--- config.mk ---
export PLATFORM = sky130hd
export DESIGN_NAME = ubrf_outq
export DESIGN_NICKNAME = d
export VERILOG_FILES = /design/src/ubrf_pkg.sv /design/src/ubrf_outq.sv
export SDC_FILE = /design/constraint.sdc
export NUM_CORES = 1
export LEC_CHECK = 0
export BUFFER_PORTS_ARGS = -buffer_cell sky130_fd_sc_hd__buf_2
export CORE_AREA = 2 2 92 94
export DETAILED_ROUTE_END_ITERATION = 10
export DIE_AREA = 0 0 94 96
export PLACE_DENSITY = 0.79
export SLEW_MARGIN = 20
export SYNTH_ARGS = -nofsm -noshare
export SYNTH_HDL_FRONTEND = slang
export SYNTH_SLANG_ARGS = --single-unit
--- constraint.sdc ---
create_clock -name clk -period 2.8 [get_ports clk]
set_input_delay 0.42 -clock clk [delete_from_list [all_inputs] [get_ports clk]]
set_output_delay 0.42 -clock clk [all_outputs]
set_load 0.005 [all_outputs]
--- src/ubrf_pkg.sv ---
`timescale 1ns / 1ps
package ubrf_pkg;

  // Stream and table geometry
  localparam int POS_BITS_DEF = 32;
  localparam int BYTE_VALS    = 256;
  localparam int BYTE_W       = 8;
  localparam int LEN_W        = 9;
  localparam int OFFS_W       = 32;
  localparam int IN_TDATA_W   = 8;
  localparam int OUT_TDATA_W  = 48;

  // Configuration port
  localparam int CFG_AW  = 3;
  localparam int CFG_DW  = 32;
  localparam logic [LEN_W-1:0] MIN_RUN_RST = 9'd256;

  // Register index codes (word address)
  localparam logic REG_MIN_RUN = 1'b0;

  // One reported run
  typedef struct packed {
    logic [OFFS_W-1:0] run_offset;
    logic [LEN_W-1:0]  run_length;
    logic              final_result;
  } ubrf_res_t;

  // Results handed from the scanner to the result queue in the same cycle
  typedef struct packed {
    logic [1:0] cnt;
    ubrf_res_t  res0;
    ubrf_res_t  res1;
  } ubrf_push_t;

endpackage

--- src/ubrf_outq.sv ---
`timescale 1ns / 1ps
module ubrf_outq import ubrf_pkg::*; (
  input  logic       clk,
  input  logic       rst_n,
  input  ubrf_push_t push,
  output logic [1:0] free_slots,
  output logic       out_valid,
  input  logic       out_ready,
  output ubrf_res_t  out_res
);

  logic [1:0] cnt_r;
  ubrf_res_t  ent_r [2];
  logic [1:0] cnt_nxt;
  ubrf_res_t  ent_nxt [2];
  logic       pop;
  logic [1:0] cnt_left;

  assign pop        = (cnt_r != 2'd0) && out_ready;
  assign out_valid  = (cnt_r != 2'd0);
  assign out_res    = ent_r[0];
  assign free_slots = 2'd2 - cnt_r + {1'b0, pop};

  // Drop the head on a transaction, then append new results
  always_comb begin
    ent_nxt[0] = ent_r[0];
    ent_nxt[1] = ent_r[1];
    cnt_left   = cnt_r;
    if (pop) begin
      ent_nxt[0] = ent_r[1];
      cnt_left   = cnt_r - 2'd1;
    end
    if (push.cnt != 2'd0) begin
      ent_nxt[cnt_left[0]] = push.res0;
    end
    if (push.cnt == 2'd2) begin
      ent_nxt[1] = push.res1;
    end
    cnt_nxt = cnt_left + push.cnt;
  end

  always_ff @(posedge clk) begin
    if (!rst_n) begin
      cnt_r <= 2'd0;
    end else begin
      cnt_r <= cnt_nxt;
    end
  end

  always_ff @(posedge clk) begin
    ent_r[0] <= ent_nxt[0];
    ent_r[1] <= ent_nxt[1];
  end

endmodule

==> flow_summary_export.csv, run 1 <==
group,metric,value,unit
timing,finalCritPeriodShare,0.908,
timing,tightest_slew,0.593,ns
pwr,p_sw,1.68,mW
timing,timing.fmax,393,MHz
cts,tritoncts,"built",
worst_setup_path,worstPathCellList,"inv_1, ha_1, nand2b_4, buf_4, xnor2_1, buf_2",
pwr,cellLeakagePower,2.21,nW
routing,antenna_left,0,
routing,routed_wl,7980,um
routing,via_per_inst,5.08,
cells_and_area,multi_input_area,1340,sq um
pwr,power_density,1100,nW/um^2
timing,fin_setup_tns,0,ns
worst_setup_path,crit_fanout,34,
cts,ctsResizeCount,0,
pwr,swShare,0.331,
timing,hold_viol,0,
yosys,synth-main-ff-cell,"dfxtp_1",
cells_and_area,num_antenna_cells,0,
cts,cts_sinks,86,
cts,cts_buffers,9,
worst_setup_path,slowest_delay,0.55,ns
yosys,synthesis.area,3950,sq um
placed_design,globalplace.congestion,0.730,
routing,drc,0,
timing,setup_viol,0,
pwr,cell_internal_pwr,3.39,mW
cts,clk_latency,0.34,ns
yosys,synth_edf_count,42,
routing,vias,2729,
pwr,seqPwrFrac,0.420,
placed_design,dp_cells,521,
min_path,hp-class,"primary input to register",
worst_setup_path,worstSetupEndpointType,"output port",
cells_and_area,fin_cells,537,
pwr,p_comb_frac,0.389,
cts,htree_levels,3,
yosys,synth_top_cell_area_share,0.320,
cts,path_clk_slew,0.08,ns
yosys,synth.area.top_cells,"edfxtp_1 (32%), dfxtp_1 (22%), mux2i_1 (11%)",
die,die_h,96,um
cts,cts_setup_buffers,0,
global_route,antenna_found_initial,0,
worst_setup_path,arrival,2.12,ns
global_route,grt_remaining_overflow,0,
worst_setup_path,worst_setup_path_start_kind,"register",
timing,clock_skew,0.00781,ns
die,row_count,33,
global_route,grt_start_max_net_pins,46,
pwr,clkPwrFrac,0.190,
global_route,grt_pass1_wl,12200,um
yosys,yosys_warnings,0,
timing,max_slew_margin,0.605,
timing,rsz0062_at_grt,"false",
yosys,yosysTopAreaCell,"edfxtp_1",
timing,report.final.slew_viol_count,0,
yosys,synth_fp_nets,434,
yosys,synth_cell_types,23,
routing,drt-pass1-iter-count,4,
run_status,status,"complete, no violations",
yosys,seq_area_frac_synth,0.543,
timing,period_needed,2.54,ns
worst_setup_path,path_class,"register to output port",
routing,drt_iter0_drc,97,
worst_setup_path,cp.required,2.38,ns
yosys,synth.most_common_cell,"buf_4",
pwr,peakVddDrop,570,uV
yosys,ys_ff_latch,86,
cts,hold_buffers,0,
cells_and_area,syn2layout_area_growth,16.7,%
yosys,syn_inst,342,
die,coreArea,8050,sq um
global_route,gr-usage-all-layers,0.178,
die,die-area,9020,sq um
cells_and_area,nFillCells,739,
run,cap_viol_max_count,0,
die,die_x,94,um
yosys,async_flop_share,0,
die,ios,134,
die,initial_core_util,0.490,
yosys,avgSynthCellArea,11.5,sq um
worst_setup_path,slowest_stage,"buf_4",
cells_and_area,regArea,2140,sq um
cells_and_area,drive_above_1_share,0.370,
cells_and_area,num-nets-final,520,
yosys,synth.top_cells.by_count,"buf_4 (46), dfxtp_1 (44), mux2i_1 (44)",
placed_design,port_buffers,133,
placed_design,hpwl,5390,um
global_route,first_global_vias,2601,
cts,clockBufferDepth,2,
routing,wl_per_cell,14.9,um
cts,clockRootBuffer,"clkbuf_8",
-- sequential cells by signal, indices dropped and copies added (netlist names) --
signal,flops
ent_r,84
cnt_r,2
-- stage by stage --
| step | area (sq um) | hold WS, ns | utilization | total power, mW | setup WS, ns |
|---|---|---|---|---|---|
| 2_1_floorplan | 3950 | 0.506 | - | 3.84 | 0.637 |
| 3_3_place_gp | 4360 | 0.510 | 0.541 | 4.03 | 0.598 |
| 3_5_place_dp | 4360 | 0.526 | 0.541 | 4.12 | 0.490 |
| 4_1_cts | 4580 | 0.293 | 0.569 | 5.10 | 0.176 |
| 5_1_grt | 4610 | 0.324 | 0.572 | 5.46 | 0.0591 |
| 6_report | 4610 | 0.315 | 0.572 | 5.07 | 0.258 |
-- worst max-delay path, delay by kind of cell, from the launching register on --
kind,cells,cell delay [ns]
flops,1,0.35
buf+inv,3,0.77
simple gates,1,0.28
xor+xnor,1,0.19
fa+ha+maj,1,0.17
-- worst paths after layout --
kind                    to  depth (start not counted)    startpoint  slack [ns]
min reg2reg   ent_r[0][19]                          2  ent_r[0][61]        0.54
min               cnt_r[0]                          2         rst_n        0.31
max          free_slots[0]                          6      cnt_r[0]        0.26
max reg2reg       cnt_r[1]                          9      cnt_r[0]        0.56
-- area by class of cell --
cell class	instances	area share
Timing Repair Buffer	140	0.163
Clock buffer	12	0.0337
Clock inverter	3	0.0147
Sequential cell	86	0.465
Multi-Input combinational cell	186	0.291
Tap cell	105	0.0285
Inverter	5	0.00407
-- per-layer routing --
layer / GRT usage / up-vias / wire (um)
met5: 0 / - / 0
met4: 0.0713 / 0 / 93
met3: 0.0384 / 8 / 456
met2: 0.305 / 86 / 3970
met1: 0.219 / 1276 / 3460
li1: - / 1359 / -
-- cell usage in the layout (no fill, tap or decap) --
cell,n
buf_2,133
mux2i_1,44
dfxtp_1,44
nor2_1,42
a21oi_1,42
edfxtp_1,42
a22o_1,41
clkbuf_8,11
inv_1,5
buf_4,5
ha_1,3
xnor2_1,2
nand2_1,2
or2_2,2
bufinv_16,2
nand2b_4,1
nor2b_4,1
a32o_1,1
nand2b_1,1
mux2i_4,1
o21ai_4,1
and2_1,1
xor2_1,1
clkinvlp_4,1
clkbuf_1,1
buf_16,1
buf_12,1
-- power by group through the flow --
stage	Clock [mW]	Sequential, mW	Combinational [mW]
2_1_floorplan	0	2.10	1.73
3_3_place_gp	0	2.14	1.90
3_5_place_dp	0	2.16	1.96
4_1_cts	0.992	2.14	1.97
5_1_grt	1.04	2.19	2.23
6_report	0.964	2.13	1.97
-- logic make-up (layout without fill, tap and decap cells) --
family | after synthesis | after routing | synth area share
adders and majority gates | 3 | 3 | 0.00952
DFF | 86 | 86 | 0.543
xor gates and xnor gates | 3 | 3 | 0.00666
AOI/OAI and AO/OA | 85 | 85 | 0.148
and+or+nand+nor | 50 | 50 | 0.0533
muxes | 45 | 45 | 0.117
buffers and inverters | 70 | 160 | 0.122
(Power assumes the default switching activity.)
==> run 2, diff against run 1 <==
--- a/config.mk
+++ b/config.mk
@@ -6,10 +6,11 @@
 export NUM_CORES = 1
 export LEC_CHECK = 0
 export BUFFER_PORTS_ARGS = -buffer_cell sky130_fd_sc_hd__buf_2
-export CORE_AREA = 2 2 92 94
+export CORE_AREA = 2 2 85 103
 export DETAILED_ROUTE_END_ITERATION = 10
-export DIE_AREA = 0 0 94 96
-export PLACE_DENSITY = 0.79
+export DIE_AREA = 0 0 87 105
+export PLACE_DENSITY = 0.77
+export RECOVER_POWER = 25
 export SLEW_MARGIN = 20
 export SYNTH_ARGS = -nofsm -noshare
 export SYNTH_HDL_FRONTEND = slang
==> constraint.sdc (replaced) <==
create_clock -name clk -period 2.9 [get_ports clk]
set_input_delay 0.435 -clock clk [delete_from_list [all_inputs] [get_ports clk]]
set_output_delay 0.435 -clock clk [all_outputs]
set_load 0.005 [all_outputs]
==> run 2 against run 1 <==
  * Clock skew rose by 0.0023 ns
  * Setup slack gained 0.30 ns
  * Global-route usage is 0.55 points lower
  * Flip-flop and latch count did not move
  * Via count fell by 1.8%
  * Power fell by 4.7%
  * Critical path depth is 1 lower
  * Die area increased by 1.2%
  * First-iteration DRC count fell by 25%
  * Critical endpoint is now ent_r[0][61]
  * Largest cell class unchanged
  * Highest routed layer unchanged
==> flow_summary_export.csv, run 2 (same netlist as run 1, synthesis figures left out) <==
group,metric,value,unit
run_status,status,"complete, no violations",
pwr,seqPwrFrac,0.426,
cells_and_area,fin_cells,528,
global_route,grt_remaining_overflow,0,
routing,antenna_left,0,
placed_design,dp_cells,511,
routing,wl_per_cell,14.5,um
pwr,p_comb_frac,0.387,
cts,clockBufferDepth,2,
cells_and_area,largestRegisters,"ent_r x84, cnt_r x2",
cts,cts_setup_buffers,0,
cts,cts_buffers,9,
cells_and_area,layout_common_cells,"buf_2 (114), mux2i_1 (44), dfxtp_1 (44)",
die,row_count,36,
timing,setup_viol,0,
timing,max_slew_margin,0.295,
pwr,cellLeakagePower,2.16,nW
placed_design,dpl_worst_slack,0.527,ns
timing,timing.fmax,426,MHz
cells_and_area,multi_input_area,1340,sq um
placed_design,placed_cell_area,4340,sq um
min_path,hp-class,"primary input to register",
placed_design,globalplace.congestion,0.717,
die,die-area,9140,sq um
placed_design,port_buffers,133,
cts,clockRootBuffer,"clkbuf_8",
timing,hold_viol,0,
routing,drc,0,
cells_and_area,final_common_cell,"buf_2",
timing,fin_setup_tns,0,ns
die,die_h,105,um
worst_setup_path,worst_setup_path_start_kind,"register",
routing,vias,2679,
cells_and_area,top_register,"ent_r",
global_route,grtUsageMet2,0.274,
cells_and_area,nFillCells,713,
worst_setup_path,worstSetupEndpointType,"register",
timing,tightest_slew,1.06,ns
global_route,grt_pass1_wl,12100,um
cts,tritoncts,"built",
global_route,grt_start_max_net_pins,44,
cells_and_area,drive_above_1_share,0.326,
routing,routed_wl,7660,um
timing,hold_ws,0.319,ns
global_route,use_met3,0.0261,
pwr,power_density,1060,nW/um^2
pwr,cell_internal_pwr,3.23,mW
timing,setup_ws,0.555,ns
cts,htree_levels,3,
pwr,peakVddDrop,372,uV
timing,clock_skew,0.0101,ns
pwr,p_sw,1.60,mW
cells_and_area,syn2layout_area_growth,15.6,%
die,coreArea,8060,sq um
die,die_x,87,um
die,initial_core_util,0.489,
global_route,busiest_layer,"met2",
timing,finalCritPeriodShare,0.809,
global_route,met1_usage,0.223,
cells_and_area,regArea,2140,sq um
cells_and_area,num_antenna_cells,0,
cells_and_area,largest_register_ff_count,84,
timing,rsz0062_at_grt,"false",
routing,drt-pass1-iter-count,4,
pwr,swShare,0.332,
cts,path_clk_slew,0.08,ns
die,ios,134,
cts,hold_buffers,0,
min_path,hold-path-cell-count,2,
worst_setup_path,crit_fanout,42,
worst_setup_path,arrival,2.31,ns
run,cap_viol_max_count,0,
cells_and_area,stdcell_area,4560,sq um
routing,via_per_inst,5.07,
routing,drt_iter0_drc,73,
worst_setup_path,path_class,"register to register",
timing,report.final.slew_viol_count,0,
placed_design,hpwl,5230,um
global_route,first_global_vias,2600,
pwr,clkPwrFrac,0.187,
global_route,gr-usage-all-layers,0.172,
cts,clk_latency,0.35,ns
cells_and_area,num-nets-final,520,
cts,cts_sinks,86,
timing,period_needed,2.35,ns
global_route,antenna_found_initial,0,
worst_setup_path,cp.required,2.87,ns
cts,ctsResizeCount,0,
worst_setup_path,reg2regPathDepth,5,
[run 2: cell types whose count changed in the layout (fill, tap and decap cells not counted), sizes merged]
cell      delta
clkinv       +2
clkinvlp     -1
buf         -19
clkbuf      +19
[run 2: critical path, cell delays in order (launching register included)]
cell	delay [ns]
dfxtp_1	0.40
inv_1	0.06
ha_1	0.21
nand2b_4	0.24
mux2i_4	0.19
or2_2	0.84
[run 2: layer usage]
metal  share of wire  up-vias
met5               0        -
met4           0.024        0
met3           0.045       13
met2            0.49       79
met1            0.44     1228
li1                -     1359
[run 2: power by group through the flow]
| stage | Combinational, mW | Sequential, mW | Clock (mW) |
|---|---|---|---|
| 6_report | 1.87 | 2.06 | 0.904 |
| 5_1_grt | 2.09 | 2.11 | 0.975 |
| 4_1_cts | 1.89 | 2.06 | 0.932 |
| 3_5_place_dp | 1.89 | 2.09 | 0 |
| 3_3_place_gp | 1.84 | 2.06 | 0 |
| 2_1_floorplan | 1.68 | 2.03 | 0 |
[run 2: metrics by stage]
stage                     utilization  power (mW)
final                           0.566        4.83
after global routing            0.566        5.18
after CTS                       0.565        4.88
after detailed placement        0.539        3.97
after global placement          0.539        3.90
after floorplan                     -        3.70
[run 2: area by class of cell]
type / instances / area share
well taps: 95 / 0.0261
clock inverters: 4 / 0.0154
multi-input cells: 186 / 0.294
repair buffers: 140 / 0.159
flip-flops and latches: 86 / 0.470
inverters: 5 / 0.00411
clock buffers: 12 / 0.0318
[run 2: worst paths after layout]
path	start	slack, ns	endpoint
worst max-delay path	cnt_r[0]	0.55	ent_r[0][61]
worst min-delay path	rst_n	0.32	cnt_r[0]
worst min register to register	ent_r[0][70]	0.54	ent_r[0][28]
worst max register to register	cnt_r[0]	0.55	ent_r[0][61]
==> run 3, diff against run 2 <==
--- a/config.mk
+++ b/config.mk
@@ -5,11 +5,12 @@
 export SDC_FILE = /design/constraint.sdc
 export NUM_CORES = 1
 export LEC_CHECK = 0
+export ABC_AREA = 1
 export BUFFER_PORTS_ARGS = -buffer_cell sky130_fd_sc_hd__buf_2
-export CORE_AREA = 2 2 85 103
+export CORE_AREA = 2 2 88 106
 export DETAILED_ROUTE_END_ITERATION = 10
-export DIE_AREA = 0 0 87 105
-export PLACE_DENSITY = 0.77
+export DIE_AREA = 0 0 90 108
+export PLACE_DENSITY = 0.78
 export RECOVER_POWER = 25
 export SLEW_MARGIN = 20
 export SYNTH_ARGS = -nofsm -noshare
==> constraint.sdc (replaced) <==
create_clock -name clk -period 2.2 [get_ports clk]
set_input_delay 0.33 -clock clk [delete_from_list [all_inputs] [get_ports clk]]
set_output_delay 0.33 -clock clk [all_outputs]
set_load 0.005 [all_outputs]
==> run 3 against run 2 <==
  * Clock-buffer cell count fell by 1
  * Via count rose by 37%
  * Core utilization rose by 0.60 points
  * Clock skew rose by 0.00087 ns
  * Combinational power rose by 70%
  * Non-clock buffer count rose by 7
  * Final cell count rose by 30%
  * Critical path depth rose by 2
  * Flip-flop and latch count did not move
  * Sequential share of layout area fell by 3.4 points
  * Largest power group is now combinational cells
==> flow_summary_export.csv, run 3 <==
group,metric,value,unit
cells_and_area,final_common_cell,"nand2_1",
worst_setup_path,cp_top_family,"buffers and inverters",
die,die_h,108,um
cells_and_area,fin_cells,688,
yosys,synth_top_cell_area_share,0.291,
routing,antenna_left,0,
global_route,busiest_layer,"met2",
worst_setup_path,worst_setup_path_start_kind,"register",
cts,cts_buffers,9,
global_route,grt_remaining_overflow,0,
timing,fin_setup_tns,0,ns
cts,clockRootBuffer,"clkbuf_8",
die,die-area,9720,sq um
yosys,async_flop_share,0,
yosys,syn_inst,489,
global_route,use_met3,0.0404,
die,ios,134,
cells_and_area,syn2layout_area_growth,13.7,%
routing,via_per_inst,5.34,
yosys,synth.area.top_cells,"edfxtp_1 (29%), dfxtp_1 (20%), nand2_1 (12%)",
yosys,synth_cell_types,20,
global_route,grt_pass1_wl,16100,um
worst_setup_path,arrival,1.74,ns
placed_design,globalplace.congestion,0.798,
yosys,synthesis.area,4330,sq um
global_route,gr-usage-all-layers,0.205,
global_route,grtUsageMet2,0.357,
yosys,synth-main-ff-cell,"dfxtp_1",
timing,finalCritPeriodShare,0.942,
routing,wl_per_cell,14.5,um
pwr,power_density,1400,nW/um^2
run_status,status,"complete, no violations",
cts,clockBufferDepth,2,
worst_setup_path,slowest_stage,"dfxtp_1",
die,row_count,37,
die,coreArea,8610,sq um
cts,clk_latency,0.35,ns
yosys,synth_fp_nets,581,
cells_and_area,num-nets-final,658,
run,cap_viol_max_count,0,
min_path,hp-class,"primary input to register",
timing,hold_viol,0,
cts,path_clk_slew,0.09,ns
pwr,cellLeakagePower,2.24,nW
routing,drt-pass1-iter-count,4,
routing,drc,0,
cells_and_area,largest_register_ff_count,84,
yosys,yosys_warnings,0,
cells_and_area,top_register,"ent_r",
timing,report.final.slew_viol_count,0,
worst_setup_path,cp.required,1.87,ns
cts,cts_sinks,86,
routing,routed_wl,10000,um
pwr,peakVddDrop,620,uV
routing,vias,3676,
placed_design,dp_cells,672,
timing,max_slew_margin,0.578,
timing,setup_viol,0,
timing,rsz0062_at_grt,"false",
cts,htree_levels,3,
cts,cts_setup_buffers,0,
global_route,antenna_found_initial,0,
timing,timing.fmax,483,MHz
cells_and_area,num_antenna_cells,0,
cells_and_area,largestRegisters,"ent_r x84, cnt_r x2",
worst_setup_path,path_class,"register to output port",
global_route,met1_usage,0.238,
yosys,ys_ff_latch,86,
cts,tritoncts,"built",
worst_setup_path,slowest_delay,0.39,ns
yosys,synth.most_common_cell,"nand2_1",
worst_setup_path,worst-r2r-setup-slack,0.16,ns
placed_design,port_buffers,133,
worst_setup_path,worstPathCellList,"inv_1, ha_1, inv_2, buf_12, nand3_2, and2_1, buf_2",
cells_and_area,layout_common_cells,"nand2_1 (132), buf_2 (114), nand3_1 (86)",
cts,hold_buffers,0,
routing,drt_iter0_drc,206,
placed_design,placed_cell_area,4760,sq um
global_route,first_global_vias,3515,
placed_design,hpwl,6870,um
yosys,seq_area_frac_synth,0.495,
cells_and_area,drive_above_1_share,0.263,
yosys,synth.top_cells.by_count,"nand2_1 (133), nand3_1 (87), buf_4 (54)",
timing,tightest_slew,0.631,ns
cts,ctsResizeCount,1,
yosys,synth_edf_count,42,
die,die_x,90,um
cells_and_area,stdcell_area,4920,sq um
yosys,avgSynthCellArea,8.86,sq um
worst_setup_path,crit_fanout,45,
worst_setup_path,worst-path-buf-inv,4,
global_route,grt_start_max_net_pins,46,
yosys,yosysTopAreaCell,"edfxtp_1",
timing,clock_skew,0.0110,ns
worst_setup_path,worstSetupEndpointType,"output port",
die,initial_core_util,0.503,
timing,period_needed,2.07,ns
timing,hold_ws,0.181,ns
cells_and_area,nFillCells,823,
## run 3: cell count changes after synthesis, moves of 7 or more
cell,change
buf_1,+7
a22o_1,-41
buf_2,+9
mux2i_1,-44
nand3_1,+87
nand4_1,+41
clkbuf_1,-7
nor2_1,-40
buf_4,+8
nand2_1,+131
a21oi_1,-42
o21a_1,+42
## run 3: worst min-delay path, cell delays in order
cell	delay, ns
buf_2	0.10
nand2_1	0.05
inv_1	0.04
## run 3: report_power, final
group	internal, mW	total (mW)	switching, mW
Sequential	2.44	2.71	0.267
Combinational	1.34	3.17	1.82
Clock	0.441	1.00	0.558
## run 3: cell families after synthesis
logic type	synth area share
adder cells (fa/ha/maj)	0.00867
XOR/XNOR	0.00404
buffers and inverters	0.134
flip-flops	0.495
AO/OA/AOI/OAI	0.0765
AND/OR/NAND/NOR	0.282
## run 3: worst paths after layout
path                      from       endpoint  cells past startpoint
hold / removal           rst_n       cnt_r[0]                      3
setup reg to reg      cnt_r[0]   ent_r[0][20]                      9
hold reg to reg   ent_r[0][16]   ent_r[0][16]                      3
setup / recovery      cnt_r[0]  free_slots[0]                      7
## run 3: through the flow
step           setup slack [ns]  power, mW  utilization
6_report                  0.128       6.87        0.572
4_1_cts                  0.0172       6.95        0.574
2_1_floorplan             0.128       5.48            -
3_3_place_gp              0.241       5.81        0.553
5_1_grt                  0.0260       7.41        0.572
3_5_place_dp              0.178       5.93        0.553
## run 3: metal layers
metal / vias to the layer above / part of all wire / routed length [um]
li1: 1802 / - / -
met1: 1682 / 0.39 / 3910
met2: 161 / 0.50 / 4990
met3: 31 / 0.076 / 762
met4: 0 / 0.034 / 336
met5: - / 0 / 0
## run 3: cell type report
cell class / instances / area (sq um) / area share
inverters: 7 / 26.3 / 0.00534
flip-flops and latches: 86 / 2140 / 0.435
repair buffers: 147 / 810 / 0.164
well taps: 117 / 146 / 0.0297
clock buffers: 11 / 141 / 0.0287
clock inverters: 5 / 35.0 / 0.00712
multi-input cells: 315 / 1620 / 0.330
